<file path="src/whi_pkg.sv">
`timescale 1ns / 1ps
// Shared types and constants of the wave header inspector.
// Used by whi_parser, wave_header_inspector_top, the checker and the testbench; depends on nothing.
package whi_pkg;

	localparam int unsigned ByteW   = 8;
	localparam int unsigned TagW    = 16;
	localparam int unsigned OffsetW = 32;
	localparam int unsigned LimitW  = 8;

	localparam logic [LimitW-1:0] MaxChunksReset = 8'd16;

	localparam logic [31:0] MarkRiff = 32'h5249_4646;
	localparam logic [31:0] MarkWave = 32'h5741_5645;
	localparam logic [31:0] MarkFmt  = 32'h666D_7420;
	localparam logic [31:0] MarkData = 32'h6461_7461;

	localparam logic [TagW-1:0] TagPcm = 16'h0001;
	localparam logic [TagW-1:0] TagMp3 = 16'h0055;

	// Byte indexes inside the fixed headers.
	localparam logic [3:0] RiffLastIdx  = 4'd3;
	localparam logic [3:0] WaveLastIdx  = 4'd11;
	localparam logic [3:0] ChunkIdBytes = 4'd4;
	localparam logic [3:0] ChunkLastIdx = 4'd7;

	typedef enum logic [2:0] {
		PH_HEADER = 3'd0,
		PH_CHUNK  = 3'd1,
		PH_TAG    = 3'd2,
		PH_SKIP   = 3'd3,
		PH_DONE   = 3'd4
	} phase_t;

	typedef enum logic [1:0] {
		VERDICT_BAD = 2'd0,
		VERDICT_PCM = 2'd1,
		VERDICT_MP3 = 2'd2
	} verdict_t;

	typedef struct packed {
		logic                 valid;
		verdict_t             verdict;
		logic [TagW-1:0]      tag;
		logic [OffsetW-1:0]   offset;
	} whi_result_t;

endpackage

</file>
<file path="src/whi_parser.sv">
`timescale 1ns / 1ps
// Byte-wise parser state of the wave header inspector: one step per accepted byte.
// Depends on whi_pkg.
module whi_parser (
	input  logic                           clk,
	input  logic                           arst_n,
	input  logic                           step,
	input  logic [whi_pkg::ByteW-1:0]      data_byte,
	input  logic                           end_of_file,
	input  logic [whi_pkg::LimitW-1:0]     max_chunks,
	output whi_pkg::whi_result_t           result
);

	whi_pkg::phase_t                  phase_q, phase_nx;
	logic [3:0]                       fc_q, fc_nx;
	logic [31:0]                      id_q, id_nx;
	logic [31:0]                      len_q, len_nx;
	logic [32:0]                      skip_q, skip_nx;
	logic [whi_pkg::TagW-1:0]         tag_q, tag_nx;
	logic [whi_pkg::OffsetW-1:0]      pos_q, pos_nx;
	logic [whi_pkg::LimitW-1:0]       cs_q, cs_nx;

	always_comb begin
		logic                     was_done;
		logic                     go_next;
		logic                     skip_start;
		logic [31:0]              skip_len;
		logic [31:0]              id_shift;
		logic [whi_pkg::OffsetW-1:0] pos_inc;

		phase_nx = phase_q;
		fc_nx    = fc_q;
		id_nx    = id_q;
		len_nx   = len_q;
		skip_nx  = skip_q;
		tag_nx   = tag_q;
		pos_nx   = pos_q;
		cs_nx    = cs_q;
		result.valid   = 1'b0;
		result.verdict = whi_pkg::VERDICT_BAD;
		result.offset  = '0;
		go_next    = 1'b0;
		skip_start = 1'b0;
		skip_len   = len_q;
		id_shift   = {id_q[23:0], data_byte};
		pos_inc    = pos_q + 32'd1;
		was_done   = (phase_q >= whi_pkg::PH_DONE);

		if (!was_done) begin
			pos_nx = pos_inc;
		end

		unique case (phase_q)
			whi_pkg::PH_HEADER: begin
				id_nx = id_shift;
				if (fc_q == whi_pkg::RiffLastIdx && id_shift != whi_pkg::MarkRiff) begin
					result.valid = 1'b1;
				end else if (fc_q == whi_pkg::WaveLastIdx) begin
					if (id_shift != whi_pkg::MarkWave) begin
						result.valid = 1'b1;
					end else begin
						go_next = 1'b1;
					end
				end else begin
					fc_nx = fc_q + 4'd1;
				end
			end
			whi_pkg::PH_CHUNK: begin
				if (fc_q < whi_pkg::ChunkIdBytes) begin
					id_nx = id_shift;
				end else begin
					len_nx = len_q | ({24'd0, data_byte} << {fc_q[1:0], 3'b000});
				end
				if (fc_q < whi_pkg::ChunkLastIdx) begin
					fc_nx = fc_q + 4'd1;
				end else begin
					fc_nx = 4'd0;
					cs_nx = cs_q + 8'd1;
					if (id_q == whi_pkg::MarkFmt) begin
						if (len_nx < 32'd2) begin
							result.valid = 1'b1;
						end else begin
							phase_nx = whi_pkg::PH_TAG;
						end
					end else if (id_q == whi_pkg::MarkData) begin
						// The data chunk ends the walk; an unknown tag still reports
						// the tag and the offset under a bad verdict.
						result.valid  = 1'b1;
						result.offset = pos_inc;
						if (tag_q == whi_pkg::TagPcm) begin
							result.verdict = whi_pkg::VERDICT_PCM;
						end else if (tag_q == whi_pkg::TagMp3) begin
							result.verdict = whi_pkg::VERDICT_MP3;
						end
					end else begin
						skip_start = 1'b1;
						skip_len   = len_nx;
					end
				end
			end
			whi_pkg::PH_TAG: begin
				if (fc_q == 4'd0) begin
					tag_nx = {8'd0, data_byte};
					fc_nx  = 4'd1;
				end else begin
					tag_nx     = {data_byte, tag_q[7:0]};
					fc_nx      = 4'd0;
					skip_start = 1'b1;
					skip_len   = len_q - 32'd2;
				end
			end
			whi_pkg::PH_SKIP: begin
				skip_nx = skip_q - 33'd1;
				if (skip_nx == 33'd0) begin
					go_next = 1'b1;
				end
			end
			default: begin
			end
		endcase

		// Body plus one pad byte when the length is odd.
		if (skip_start) begin
			skip_nx = {1'b0, skip_len} + {32'd0, skip_len[0]};
			if (skip_len == 32'd0) begin
				go_next = 1'b1;
			end else begin
				phase_nx = whi_pkg::PH_SKIP;
			end
		end

		if (go_next) begin
			fc_nx  = 4'd0;
			id_nx  = '0;
			len_nx = '0;
			if (cs_nx >= max_chunks) begin
				result.valid = 1'b1;
			end else begin
				phase_nx = whi_pkg::PH_CHUNK;
			end
		end

		if (result.valid) begin
			phase_nx = whi_pkg::PH_DONE;
		end

		// A file that ends with no verdict yet gets a bad one.
		if (end_of_file) begin
			if (!was_done && !result.valid) begin
				result.valid   = 1'b1;
				result.verdict = whi_pkg::VERDICT_BAD;
				result.offset  = '0;
			end
			phase_nx = whi_pkg::PH_HEADER;
			fc_nx    = '0;
			id_nx    = '0;
			len_nx   = '0;
			skip_nx  = '0;
			pos_nx   = '0;
			cs_nx    = '0;
		end

		result.tag = tag_nx;
		if (end_of_file) begin
			tag_nx = '0;
		end
	end

	always_ff @(posedge clk or negedge arst_n) begin
		if (!arst_n) begin
			phase_q <= whi_pkg::PH_HEADER;
			fc_q    <= '0;
			id_q    <= '0;
			len_q   <= '0;
			skip_q  <= '0;
			tag_q   <= '0;
			pos_q   <= '0;
			cs_q    <= '0;
		end else if (step) begin
			phase_q <= phase_nx;
			fc_q    <= fc_nx;
			id_q    <= id_nx;
			len_q   <= len_nx;
			skip_q  <= skip_nx;
			tag_q   <= tag_nx;
			pos_q   <= pos_nx;
			cs_q    <= cs_nx;
		end
	end

endmodule

</file>
<file path="src/wave_header_inspector_top.sv">
`timescale 1ns / 1ps
// Top level of the wave header inspector: config register, parser and result register.
// Depends on whi_pkg and whi_parser.
//
//  channel | signals                                    | direction
//  --------+--------------------------------------------+----------
//  in      | in_valid, in_ready, data_byte, end_of_file | to block
//  out     | out_valid, out_ready, verdict, format_tag, | from block
//          | data_offset                                |
//  cfg     | cfg_valid, cfg_ready, max_chunks           | to block
//
// One byte request is taken every cycle while no verdict waits on out_ready; the parser
// state and any verdict for that byte are registered at the edge that takes the byte.
// Throughput is set by the single result register: a new byte is taken while a
// verdict is held only if that verdict leaves in the same cycle.
// Reset clears the parser to the start of a file and loads max_chunks with 16.
// Configuration requests are always taken and should arrive only while idle.
module wave_header_inspector_top (
	input  logic                          clk,
	input  logic                          arst_n,
	input  logic                          in_valid,
	output logic                          in_ready,
	input  logic [whi_pkg::ByteW-1:0]     data_byte,
	input  logic                          end_of_file,
	output logic                          out_valid,
	input  logic                          out_ready,
	output logic [1:0]                    verdict,
	output logic [whi_pkg::TagW-1:0]      format_tag,
	output logic [whi_pkg::OffsetW-1:0]   data_offset,
	input  logic                          cfg_valid,
	output logic                          cfg_ready,
	input  logic [whi_pkg::LimitW-1:0]    max_chunks
);

	logic [whi_pkg::LimitW-1:0] max_chunks_q;
	logic                       in_take;
	whi_pkg::whi_result_t       result;
	logic                       out_valid_q;
	whi_pkg::verdict_t          verdict_q;
	logic [whi_pkg::TagW-1:0]   tag_q;
	logic [whi_pkg::OffsetW-1:0] offset_q;

	// The single register accepts writes at any time.
	assign cfg_ready = 1'b1;

	always_ff @(posedge clk or negedge arst_n) begin
		if (!arst_n) begin
			max_chunks_q <= whi_pkg::MaxChunksReset;
		end else if (cfg_valid) begin
			max_chunks_q <= max_chunks;
		end
	end

	// A byte may enter whenever the result register is free or is being emptied.
	assign in_ready = !out_valid_q || out_ready;
	assign in_take  = in_valid && in_ready;

	whi_parser u_parser (
		.clk         (clk),
		.arst_n      (arst_n),
		.step        (in_take),
		.data_byte   (data_byte),
		.end_of_file (end_of_file),
		.max_chunks  (max_chunks_q),
		.result      (result)
	);

	always_ff @(posedge clk or negedge arst_n) begin
		if (!arst_n) begin
			out_valid_q <= 1'b0;
		end else if (in_take && result.valid) begin
			out_valid_q <= 1'b1;
		end else if (out_ready) begin
			out_valid_q <= 1'b0;
		end
	end

	// Payload of the result register; loaded only when a verdict is produced.
	always_ff @(posedge clk) begin
		if (in_take && result.valid) begin
			verdict_q <= result.verdict;
			tag_q     <= result.tag;
			offset_q  <= result.offset;
		end
	end

	assign out_valid   = out_valid_q;
	assign verdict     = verdict_q;
	assign format_tag  = tag_q;
	assign data_offset = offset_q;

endmodule

</file>
<file path="config.mk">
export PLATFORM = sky130hd
export DESIGN_NAME = wave_header_inspector_top
export DESIGN_NICKNAME = d
export VERILOG_FILES = /design/src/whi_pkg.sv /design/src/whi_parser.sv /design/src/wave_header_inspector_top.sv
export SDC_FILE = /design/constraint.sdc
export NUM_CORES = 1
export LEC_CHECK = 0
export ABC_AREA = 0
export BUFFER_PORTS_ARGS = -buffer_cell sky130_fd_sc_hd__buf_2
export CAP_MARGIN = 20
export CORE_MARGIN = 3
export CORE_UTILIZATION = 45
export DETAILED_ROUTE_END_ITERATION = 16
export PLACE_DENSITY = 0.61
export SETUP_SLACK_MARGIN = 0.5
export SYNTH_ARGS = -nofsm -noshare
export SYNTH_HDL_FRONTEND = slang
export SYNTH_SLANG_ARGS = --single-unit
</file>
<file path="constraint.sdc">
create_clock -name clk -period 8.3 [get_ports clk]
set_clock_uncertainty 0.15 [all_clocks]
set_input_delay 0.83 -clock clk [delete_from_list [all_inputs] [get_ports clk]]
set_output_delay 0.83 -clock clk [all_outputs]
set_load 0.005 [all_outputs]
</file>
; Word level (Yosys, flattened, before mapping)
; Index checks and enable logic that the tools add are counted.
[classes]
add_sub_neg = 6
n_lt_le_gt_ge = 5
n_eq_ne = 15
shifts = 1
muxes = 78
n_bitwise = 1
reduce_logical = 22
[op_table]
columns = cell, count
row1 = 32-bit 2-to-1 mux, 20
row2 = 32-bit case mux with 2 select lines, 2
row3 = 33-bit 2-to-1 mux, 3
row4 = 32-bit by 31-bit equality test with 1-bit output (second input constant), 2
row5 = 32-bit by 31-bit inequality test with 1-bit output (second input constant), 2
row6 = 16-bit 2-to-1 mux, 3
row7 = 3-bit 2-to-1 mux, 14
row8 = 32-bit by 1-bit adder with 33-bit output, 1
row9 = 33-bit zero test, 1
row10 = 33-bit by 1-bit subtractor with 33-bit output (second input constant), 1
row11 = 32-bit by 1-bit adder with 32-bit output (second input constant), 1
row12 = 32-bit zero test, 1
row13 = 32-bit by 2-bit less-than comparator with 1-bit output (second input constant), 1
row14 = 32-bit OR, 1
row15 = 8-bit by 5-bit << shifter with 32-bit output, 1
row16 = 32-bit by 2-bit subtractor with 32-bit output (second input constant), 1
row17 = 8-bit 2-to-1 mux, 3
row18 = 1-bit 2-to-1 mux, 20
row19 = 4-bit 2-to-1 mux, 5
row20 = 16-bit by 1-bit equality test with 1-bit output (second input constant), 1
row21 = 16-bit by 7-bit equality test with 1-bit output (second input constant), 1
row22 = 4-bit case mux with 3 select lines, 1
row23 = 8-bit by 1-bit adder with 8-bit output (second input constant), 1
row24 = 8-bit greater-or-equal comparator, 1
row25 = other kinds (24), 40
[totals]
regBits = 219
input_bits = 22
output_inout_bits = 53
elab_cells = 141

; Depth between registers and ports, before layout
[depth]
ltp_word = 18
ltp_mapped = 18
ltp_nobuf = 15

; By module
; From an unflattened synthesis, not the netlist that was laid out.
[hier_totals]
cells_unflattened = 1487
hier_area_um2 = 13515.5
[by_module_without_submodules]
columns = module, n_inst, cells_each, area_each_um2, seq_area_each_um2
row1 = whi_parser, 1, 1412, 11618.6, 4003.8
row2 = wave_header_inspector_top, 1, 75, 1896.8, 1727.9

; Least setup slack after synthesis
; No wires, ideal clock.
[synth_timing]
kind = register to register
from = reg u_parser.id_q[7]
to = reg offset_q (netlist bit data_offset[0]) (enable)
setup_ps = 458
arrival_ps = 6135
required_time_ps = 7692
slack_ps = 1557
stages_incl_launch_ff = 14
path_buffers = 1
period_less_slack_ps = 6743
path_cell_list = dfrtp_1 > or3b_1 > or4b_4 > a2111o_1 > clkbuf_1 > a41oi_1 > ha_1 > nand4b_1 > nor4_1 > o2111ai_1 > or4_4 > o41ai_1 > a21oi_1 > nor2_1
[synth_between]
elab_chain_len = 14
word_cells_on_any_way = 34
cone_classes = eq/ne: 4 / mux: 25 / reduce/logical: 5
[synth_lines]
columns = element, line
row1 = "start, declared", whi_parser.sv:16  ; logic [31:0] id_q, id_nx;
row2 = "start signal, assigned", whi_parser.sv:182  ; id_q <= id_nx;
row3 = 32-bit by 31-bit equality test with 1-bit output, whi_parser.sv:85  ; end else if (id_q == whi_pkg::MarkData) begin
row4 = 32-bit 2-to-1 mux, whi_parser.sv:85
row5 = 32-bit 2-to-1 mux, whi_parser.sv:79  ; if (id_q == whi_pkg::MarkFmt) begin
row6 = 32-bit 2-to-1 mux, whi_parser.sv:74  ; if (fc_q < whi_pkg::ChunkLastIdx) begin
row7 = 32-bit case mux with 2 select lines, whi_parser.sv:53  ; unique case (phase_q)
row8 = 32-bit zero test, whi_parser.sv:125  ; if (skip_len == 32'd0) begin
row9 = 1-bit 2-to-1 mux, whi_parser.sv:125
row10 = 1-bit 2-to-1 mux, whi_parser.sv:123  ; if (skip_start) begin
row11 = 1-bit 2-to-1 mux (*), whi_parser.sv:132  ; if (go_next) begin
row12 = 1-bit zero test, whi_parser.sv:149  ; if (!was_done && !result.valid) begin
row13 = 1-bit logical AND, whi_parser.sv:149
row14 = 3-bit 2-to-1 mux, whi_parser.sv:149
row15 = 3-bit 2-to-1 mux (*), whi_parser.sv:148  ; if (end_of_file) begin
row16 = 1-bit logical AND (*), wave_header_inspector_top.sv:80  ; if (in_take && result.valid) begin
row17 = "end signal, assigned", wave_header_inspector_top.sv:83  ; offset_q <= result.offset;
row18 = "end, declared", wave_header_inspector_top.sv:41  ; logic [whi_pkg::OffsetW-1:0] offset_q;
; Mark *: on every way between the ends. The rest lies on a longest branch, timed or not.
; A chain may end at the register's enable or synchronous reset.

; Worst setup path after layout
; Ends and elaborated chain as after synthesis.

==> results.json <==
{
  "status": "finished clean",
  "synthTopCellsByCount": "nor2_1, dfrtp_1, nand2_1, o21ai_0, clkbuf_1",
  "clock_latency_ns": 0.56,
  "grt_pass1_wl_mm": 60.9,
  "path_delay_family": "simple AND/OR/NAND/NOR gates",
  "grt_pass1_vias": 10800,
  "rsz0062_at_grt": "false",
  "fin_crit_ns": 6.20,
  "port_buffers": 73,
  "dp_hpwl_mm": 26.1,
  "grt_remaining_overflow": 0,
  "p_seq_frac": 0.437,
  "synth_ff_type": "dfrtp_1",
  "syn_area_per_cell_um2": 8.95,
  "clkTransAtPathRegs_ns": 0.06,
  "leakage_nw": 6.08,
  "tightestPinTransition_ns": 1.01,
  "cts_resized": 0,
  "n_antenna_cell": 0,
  "cts_tree": "built",
  "die_w_um": 176,
  "syn-instance-count": 1452,
  "antenna_found_initial": 0,
  "core_um2": 28100,
  "final_antenna_net_count": 0,
  "rows": 61,
  "cp.arrival_ns": 6.28,
  "power_density_nw_per_um2": 197,
  "drive_above_1_share": 0.112,
  "syn_to_final_growth_pct": 11.7,
  "stdcell_area_um2": 14500,
  "cp_max_fo": 30,
  "tns_ns": 0,
  "globalRouteTotalUtil": 0.241,
  "io_pins": 75,
  "die_h_um": 176,
  "n_fill_cell": 2699,
  "drv_slew": 0,
  "seq_area_um2": 5730,
  "fin_crit_sh": 0.747,
  "path_cells": "or3b_1, or4b_4, a2111o_1, a41oi_1, ha_1, nand4b_1, nor4_1, o2111ai_1, or4_4, o41ai_1, a21oi_1, nor2_4, buf_4",
  "multiInputGateArea_um2": 6800,
  "cp.buffers_inverters": 1,
  "setup_viol": 0,
  "drv_cap": 0,
  "numCtsBuffers": 26,
  "viasPerCell": 6.14,
  "num-nets-final": 1525,
  "totalPowerFinal_mw": 2.86,
  "endpoint_kind": "flop",
  "routed_wl_mm": 38.1,
  "route.vias.total": 11600,
  "wire_per_inst_um": 20.2,
  "clock_sinks": 219,
  "max-slew-margin-rel": 0.327,
  "synth_top_area_share": 0.324,
  "yosysMostFrequentCell": "nor2_1",
  "clkPwrFrac": 0.386,
  "dr.pass1.iters": 6,
  "post-route-drc-count": 0,
  "synth_edf_count": 50,
  "whs_ns": 0.143,
  "required_ns": 8.38,
  "syn_area_um2": 13000,
  "swShare": 0.303,
  "synth_area_leaders": "dfrtp_1, edfxtp_1, o21ai_0, nor2_1, a22o_1",
  "intPower_mw": 2.00,
  "critPathSlowestCell": "a2111o_1",
  "critPathKind": "reg2reg",
  "post_cts_buffers": 0,
  "drtIter0Drc": 1251,
  "initial_utilization": 0.463,
  "syn-num-nets": 1491,
  "yosysUniqueCellTypes": 81,
  "combPwrFrac": 0.177,
  "clock.fmax_mhz": 161,
  "cts.path.max_buffers": 3,
  "ys_seq_area_frac": 0.441,
  "cts-root-buf": "clkbuf_16",
  "cp_slowest_stage_delay_ns": 0.71,
  "die_area_um2": 30900,
  "placed_area_um2": 13600,
  "synth_top_area_cell": "dfrtp_1",
  "vdd_ir_drop_max_uv": 134,
  "ys_ff_latch": 219,
  "cts_hold_buf": 0,
  "p_sw_mw": 0.867,
  "cts_htree_levels": 1,
  "ys_warn_count": 0,
  "hp-class": "in2async",
  "cp-start-kind": "flop",
  "grt_max_degree": 68,
  "hold_viol": 0,
  "place.gp.congestion": 0.977,
  "synthArstFlopShare": 0.772
}
[through the flow]
stage,setup slack [ns],util,std cells
final,2.10,0.516,1883
after global routing,1.72,0.516,1883
after CTS,2.13,0.515,1881
after detailed placement,2.14,0.486,1834
after global placement,2.33,0.486,1834
after floorplan,1.56,-,1452
[area by class of cell]
cell class / count / share of cell area
inverter: 27 / 0.00699
multi-input combinational: 1115 / 0.468
timing repair buffer: 97 / 0.0398
clock buffer: 41 / 0.0515
tap: 378 / 0.0326
sequential: 219 / 0.395
clock inverter: 6 / 0.00561
[cell families (layout without fill, tap and decap cells)]
kind of cell,Yosys count,after routing,synth area share
and+or+nand+nor,604,604,0.235
other,1,1,0.000289
DFF,219,219,0.441
muxes,8,8,0.00674
AOI/OAI and AO/OA,393,393,0.201
adders and majority gates,17,17,0.0164
xor gates and xnor gates,92,92,0.0620
buffers and inverters,118,171,0.0374
[power groups by stage]
stage	registers (mW)	logic (mW)	clock network, mW
finish	1.25	0.507	1.11
global route	1.26	0.557	1.17
CTS	1.25	0.497	1.13
detailed placement	1.27	0.494	0
global placement	1.27	0.493	0
floorplan	1.24	0.351	0
[worst paths after layout]
path	cells past startpoint	endpoint	from	slack (ns)
min in group clk	3	max_chunks_q[6]	max_chunks[6]	0.32
hold reg to reg	1	u_parser.id_q[26]	u_parser.id_q[26]	0.35
hold / removal	1	u_parser.pos_q[9]	arst_n	0.14
setup / recovery	13	data_offset[0]	u_parser.id_q[7]	2.10
max in group asynchronous	2	u_parser.len_q[17]	arst_n	6.67
setup reg to reg	13	data_offset[0]	u_parser.id_q[7]	2.10
[metal layers]
layer,routed length (µm),GRT usage
met1,17200,0.357
met2,17100,0.375
met4,866,0.0574
met3,2940,0.0344
met5,0,0
[cells in the final DEF, fill, tap and decap left out, drive strengths merged, types with 11 or more instances in the layout]
| cell | n |
|---|---|
| a21o | 13 |
| a21oi | 74 |
| a22o | 64 |
| a41oi | 11 |
| and3 | 28 |
| buf | 96 |
| clkbuf | 42 |
| dfrtp | 168 |
| edfxtp | 50 |
| ha | 17 |
| inv | 28 |
| nand2 | 134 |
| nand3 | 49 |
| nand4 | 28 |
| nand4b | 11 |
| nor2 | 173 |
| nor3 | 48 |
| nor3b | 11 |
| nor4 | 40 |
| nor4b | 11 |
| o21ai | 136 |
| o221ai | 13 |
| o31ai | 21 |
| or3 | 14 |
| xnor2 | 54 |
| xor2 | 38 |
[flip-flops by register name (all words and copies together), names as in the netlist]
signal	count
data_offset	32
format_tag	16
max_chunks_q	8
out_valid	1
u_parser.cs_q	8
u_parser.fc_q	4
u_parser.id_q	32
u_parser.len_q	32
u_parser.phase_q	3
u_parser.pos_q	32
u_parser.skip_q	33
u_parser.tag_q	16
verdict	2
Note: power is estimated with default switching activity, not from simulation.
